<file path="config.mk">
export PLATFORM = sky130hd
export DESIGN_NAME = rpp_cfg
export DESIGN_NICKNAME = d
export VERILOG_FILES = /design/src/sv/rpp_pkg.sv /design/src/sv/rpp_cfg.sv
export SDC_FILE = /design/constraint.sdc
export NUM_CORES = 1
export LEC_CHECK = 0
export ABC_AREA = 1
export BUFFER_PORTS_ARGS = -buffer_cell sky130_fd_sc_hd__buf_2
export CAP_MARGIN = 0
export CORE_UTILIZATION = 31
export CTS_BUF_LIST = sky130_fd_sc_hd__clkbuf_2 sky130_fd_sc_hd__clkbuf_4 sky130_fd_sc_hd__clkbuf_8
export CTS_CLUSTER_DIAMETER = 200
export DETAILED_ROUTE_END_ITERATION = 10
export PLACE_DENSITY = 0.53
export SETUP_SLACK_MARGIN = 0.15
export SKIP_LAST_GASP = 1
export SLEW_MARGIN = 20
export SYNTH_ARGS = -nofsm -noshare
export SYNTH_HDL_FRONTEND = slang
export SYNTH_SLANG_ARGS = --single-unit
</file>
<file path="constraint.sdc">
create_clock -name i_clk -period 0.9 [get_ports i_clk]
set_input_delay 0.09 -clock i_clk [delete_from_list [all_inputs] [get_ports i_clk]]
set_output_delay 0.09 -clock i_clk [all_outputs]
set_load 0.02 [all_outputs]
</file>
<file path="src/sv/rpp_pkg.sv">
// Shared types, widths and constants of the point projection pipeline.
package rpp_pkg;

    localparam int COORD_WIDTH    = 24;
    localparam int TRIG_FRAC_BITS = 14;
    localparam int TRIG_W         = 16;
    localparam int DIST_W         = 24;
    localparam int GAIN_W         = 24;
    localparam int SCR_W          = 14;
    localparam int OUT_W          = 28;
    localparam int CFG_IDX_W      = 3;
    localparam int CFG_DATA_W     = 24;
    localparam int LANES          = 2;
    localparam int LANE_X         = 0;
    localparam int LANE_Y         = 1;

    localparam int TRIG_MASK   = (1 << TRIG_FRAC_BITS) - 1;
    localparam int DEPTH_FRAC  = 8;
    localparam int ONE_Q8      = 1 << DEPTH_FRAC;
    localparam int SUB_SHIFT   = 4;
    localparam int CENTRE_SHIFT = 3;

    // rotation stage widths
    localparam int P1_W = COORD_WIDTH + TRIG_W;
    localparam int S1_W = P1_W + 1;
    localparam int R1_W = S1_W - TRIG_FRAC_BITS;
    localparam int P2_W = R1_W + TRIG_W;
    localparam int S2_W = P2_W + 1;
    localparam int R2_W = S2_W - TRIG_FRAC_BITS;

    // projection and divider widths
    localparam int DEPTH_W    = R2_W + DEPTH_FRAC + 1;
    localparam int DEN_W      = DEPTH_W - 1;
    localparam int MX_W       = R1_W + GAIN_W + 1;
    localparam int MY_W       = R2_W + GAIN_W + 1;
    localparam int NUM_W      = MY_W + SUB_SHIFT - 1;
    localparam int QB         = OUT_W;
    localparam int REM_W      = DEN_W + 1;
    localparam int DIV_STAGES = QB + 1;
    localparam int SUM_W      = OUT_W + 2;

    localparam int OUT_MAX = (1 << (OUT_W - 1)) - 1;
    localparam int OUT_MIN = -(1 << (OUT_W - 1));

    typedef enum logic [CFG_IDX_W-1:0] {
        REG_COS_YAW         = 3'd0,
        REG_SIN_YAW         = 3'd1,
        REG_COS_PITCH       = 3'd2,
        REG_SIN_PITCH       = 3'd3,
        REG_CAMERA_DISTANCE = 3'd4,
        REG_PROJ_GAIN       = 3'd5,
        REG_SCREEN_WIDTH    = 3'd6,
        REG_SCREEN_HEIGHT   = 3'd7
    } t_reg_idx;

    typedef struct packed {
        logic signed [TRIG_W-1:0] cos_yaw;
        logic signed [TRIG_W-1:0] sin_yaw;
        logic signed [TRIG_W-1:0] cos_pitch;
        logic signed [TRIG_W-1:0] sin_pitch;
        logic [DIST_W-1:0]        camera_distance;
        logic [GAIN_W-1:0]        proj_gain;
        logic [SCR_W-1:0]         screen_width;
        logic [SCR_W-1:0]         screen_height;
    } t_cfg;

endpackage

</file>
<file path="src/sv/rpp_cfg.sv">
// Configuration register file of the point projection pipeline.
module rpp_cfg import rpp_pkg::*; (
    input  logic                  i_clk,
    input  logic                  i_rst_n,
    input  logic                  i_cfg_we,
    input  logic [CFG_IDX_W-1:0]  i_cfg_index,
    input  logic [CFG_DATA_W-1:0] i_cfg_data,
    output t_cfg                  o_cfg
);

    t_cfg r_cfg;

    always_ff @(posedge i_clk) begin
        if (!i_rst_n) begin
            r_cfg.cos_yaw         <= TRIG_W'(16384);
            r_cfg.sin_yaw         <= '0;
            r_cfg.cos_pitch       <= TRIG_W'(16384);
            r_cfg.sin_pitch       <= '0;
            r_cfg.camera_distance <= DIST_W'(128000);
            r_cfg.proj_gain       <= GAIN_W'(256);
            r_cfg.screen_width    <= SCR_W'(800);
            r_cfg.screen_height   <= SCR_W'(600);
        end else if (i_cfg_we) begin
            unique case (t_reg_idx'(i_cfg_index))
                REG_COS_YAW:         r_cfg.cos_yaw <= i_cfg_data[TRIG_W-1:0];
                REG_SIN_YAW:         r_cfg.sin_yaw <= i_cfg_data[TRIG_W-1:0];
                REG_COS_PITCH:       r_cfg.cos_pitch <= i_cfg_data[TRIG_W-1:0];
                REG_SIN_PITCH:       r_cfg.sin_pitch <= i_cfg_data[TRIG_W-1:0];
                REG_CAMERA_DISTANCE: r_cfg.camera_distance <= i_cfg_data[DIST_W-1:0];
                REG_PROJ_GAIN:       r_cfg.proj_gain <= i_cfg_data[GAIN_W-1:0];
                REG_SCREEN_WIDTH:    r_cfg.screen_width <= i_cfg_data[SCR_W-1:0];
                REG_SCREEN_HEIGHT:   r_cfg.screen_height <= i_cfg_data[SCR_W-1:0];
                default: ;
            endcase
        end
    end

    assign o_cfg = r_cfg;

endmodule

</file>
== After elaboration in Yosys (flattened, before gate mapping) ==
Cells that the tools add are included.

* Bits in registers: 140
* Input port bits: 30
* Output and inout port bits: 140
* Word-level logic and storage cells: 24

* Eq/ne operators: 7
* Reductions and logical operators: 9

{| class="wikitable"
|+ Operators by type and width
! cell !! number
|-
| 2-bit AND reduction || 8
|-
| 3-bit equality test, second input constant || 4
|-
| 3-bit by 2-bit equality test with 1-bit output, second input constant || 2
|-
| 3-bit by 1-bit equality test with 1-bit output, second input constant || 1
|-
| 3-bit logical NOT || 1
|}

== Longest topological paths before layout ==
* Word-level depth: 2
* Gate-level depth with buffers: 7
* Mapped depth without buffers: 5

== Least setup slack after synthesis ==
Ideal clock, no wire load.

* Path kind: input to register
* Start: input i_cfg_we
* End: register r_cfg, in the netlist o_cfg[106]
* Setup time: 0.130 ns
* Arrival: 0.799 ns
* Path slack: -0.028 ns
* Stages: 6
* Cell sequence: inv_1 nor2_2 clkbuf_1 nand2_1 nand2_1 nand3_1

* Word-level cells in the longest chain between the ends: 1

{| class="wikitable"
|+ Ends and longest elaborated chain
! item !! RTL line !! RTL
|-
| start: declaration || rpp_cfg.sv:5 || <nowiki>input logic i_cfg_we,</nowiki>
|-
| 2-bit AND reduction (no line) || -- ||
|-
| end: declaration || rpp_cfg.sv:11 || <nowiki>t_cfg r_cfg;</nowiki>
|}

No other way between the ends.
A chain may end at the register's enable or synchronous reset.

== Worst setup path in the final report ==
* Start: register r_cfg, in the netlist o_cfg[103]
* End: output o_cfg[103] (netlist name)

{| class="wikitable"
|+ RTL lines
! item !! RTL line !! RTL
|-
| end: declaration || rpp_cfg.sv:8 || <nowiki>output t_cfg o_cfg</nowiki>
|}

No word-level cell between the ends.

==> results by group <==
Run status
  – Status: complete, but fails checks
  – Failing checks: setup timing

STA
  – Crit share post-route: 116%
  – Max Slew Vio Count: 0
  – Setup WS post-layout: -0.142 ns
  – Fin. Hold Viols: 0
  – RSZ-0062 raised after global routing: yes
  – FMAX: 960 MHz
  – Clock Skews: 0 ns
  – Max_slew headroom: 71.1%
  – Endpoints failing setup: 140
  – Actual slew at the worst max-slew pin: 0.432 ns
  – Fin crit period: 1.04 ns

Power
  – Power Dens Cells: 1660 nW/µm²
  – Pleak: 4.06 nW
  – Worst VDD drop: 0.000860 V

Setup path
  – Buf+Inv Stages, Crit Path: 1
  – CP Capture Type: output port
  – Top cell family by delay on the critical path: flip-flops
  – CP Data Required Time: 0.81 ns
  – Critical Path Start Type: flop
  – CP Cell Sequence: buf_6
  – WS Path Type: flop to output port
  – CP max-delay cell: dfxtp_2
  – CP startpoint: o_cfg[103]
  – Worst Path Max Fanout: 2
  – Crit path largest cell delay: 0.36 ns
  – Arrival @ worst endpoint: 0.95 ns
  – Worst r2r src: o_cfg[134]

Final layout
  – Nets: 1,036
  – Layout cell share with drive strength beyond 1: 41.9%
  – # diodes: 0
  – Max FFs per register: 140
  – Commonest non-fill, non-tap cell in the layout: nor2_1
  – Cell area after layout: 8920 µm²
  – Most frequent cells in the layout: 247 x nor2_1, 169 x nand2_1, 140 x dfxtp_2, 140 x buf_6, 130 x nand3_1
  – Area grow syn2layout: 63.5%

Placement
  – Post-DP HPWL: 12,600 µm
  – Setup WS pre-CTS: -0.228 ns
  – Placed Area: 7140 µm²
  – Port bufs: 169
  – Gpl congestion: 0.769

Drt
  – Routed WL: 18,800 µm
  – Routed WL per cell: 15.1 µm
  – Vias post-DR: 5,592
  – Routed Antenna Nets: 0
  – Drc violations: 0
  – Starting DRT DRC Count: 259
  – Drt pass-1 iters: 5
  – DR vias/cell: 4.50

Logic synthesis
  – Synth cell types: 12
  – #FFs+latches synth: 140
  – Yosys warns: 0
  – Syn Area/Cell: 6.95 µm²
  – Seq/Total Area, Yosys: 51.3%
  – Post-Syn Nets: 815
  – Synthesized instance count: 785
  – Netlist Area Pre-Place: 5460 µm²

Hold path
  – Worst hold start: i_cfg_data[14]
  – Worst min path class: primary input to flop

Clock network
  – CTS root buffer: clkbuf_8
  – H-tree Lvls: 4
  – Clk pin slew, worst setup/hold paths: 0.09 ns
  – Clk_lat worst skew: 0.46 ns
  – Clock sinks: 140
  – Clock buffer depth: 2
  – CTS tree: yes
  – TritonCTS Buffers: 17

GRT
  – Initial antenna violation count: 0
  – Total GRT Usage: 21.1%
  – GRT Residual Overflow: 0
  – First-pass GRT wire length: 28,500 µm
  – Largest net degree at the start of global routing: 48
  – Vias in the first global route: 5,126

Die
  – Die ar.: 18,100 µm²
  – Die W: 135 µm
  – Core Area: 17,200 µm²
  – # rows: 48
  – Die Height: 135 µm
  – Initial Utilization: 31.7%
  – I/O Pins: 170

Job
  – Max-Cap Viols: 0
synth_stat cells:
master | n | area share (%)
buf_1 | 3 | 0.21
buf_2 | 34 | 3.1
buf_4 | 1 | 0.14
clkbuf_1 | 10 | 0.69
dfxtp_1 | 140 | 51
inv_1 | 28 | 1.9
inv_2 | 3 | 0.21
nand2_1 | 175 | 12
nand3_1 | 130 | 12
nor2_1 | 250 | 17
nor2_2 | 10 | 1.1
o21ai_0 | 1 | 0.092
cell families after synthesis:
kind of cell,Yosys count,synth area share (%)
and+or+nand+nor,565,42.3
AOI/OAI and AO/OA,1,0.0916
buffers and inverters,79,6.28
DFF,140,51.3
repair_timing:
item,4_1_cts,5_1_grt
endpoints found under the hold margin,28,0
hold buffers,18,0
gates resized for setup,420,1
setup endpoints to repair,140,141
buffers inserted,5,7
path summary, 6_finish.rpt:
path                     end  slack [ns]  cells after the start
hold / removal    o_cfg[106]        0.02                      4
hold reg to reg     o_cfg[9]        0.47                      2
setup / recovery  o_cfg[103]       -0.14                      1
setup reg to reg  o_cfg[134]        0.16                      3
final cells by class:
cell class | instances | area (µm²)
clock buffer | 23 | 304
clock inverter | 9 | 158
fill | 1702 | 8310
inverter | 31 | 119
multi-input combinational | 566 | 2410
sequential | 140 | 2980
tap | 225 | 282
timing repair buffer | 250 | 2680
power by group:
part / leakage (nW) / switching, mW / internal, mW / total [mW]
logic: 2.64 / 1.23 / 1.03 / 2.26
clock network: 0.230 / 2.54 / 3.39 / 5.93
registers: 1.19 / 0.169 / 6.45 / 6.62
total: 4.06 / 3.94 / 10.9 / 14.8
routing by layer:
metal	wire [µm]	track usage, %
met2	9150	34.9
met1	8680	27.3
met4	178	6.74
met3	772	4.54
met5	0	0
through the flow:
stage	utilization [%]	hold WS (ns)	power, mW	std cells	TNS, ns
after floorplan	-	0.203	7.78	785	0
final	51.8	0.0211	14.8	1244	-15.42
after CTS	51.5	0.00262	14.9	1237	-19.25
after detailed placement	41.4	0.304	8.61	1182	-18.88
after global placement	41.4	0.303	8.60	1182	-16.87
after global routing	51.8	0.0227	15.4	1244	-21.61
No activity file was read; power rests on OpenSTA's default activity.
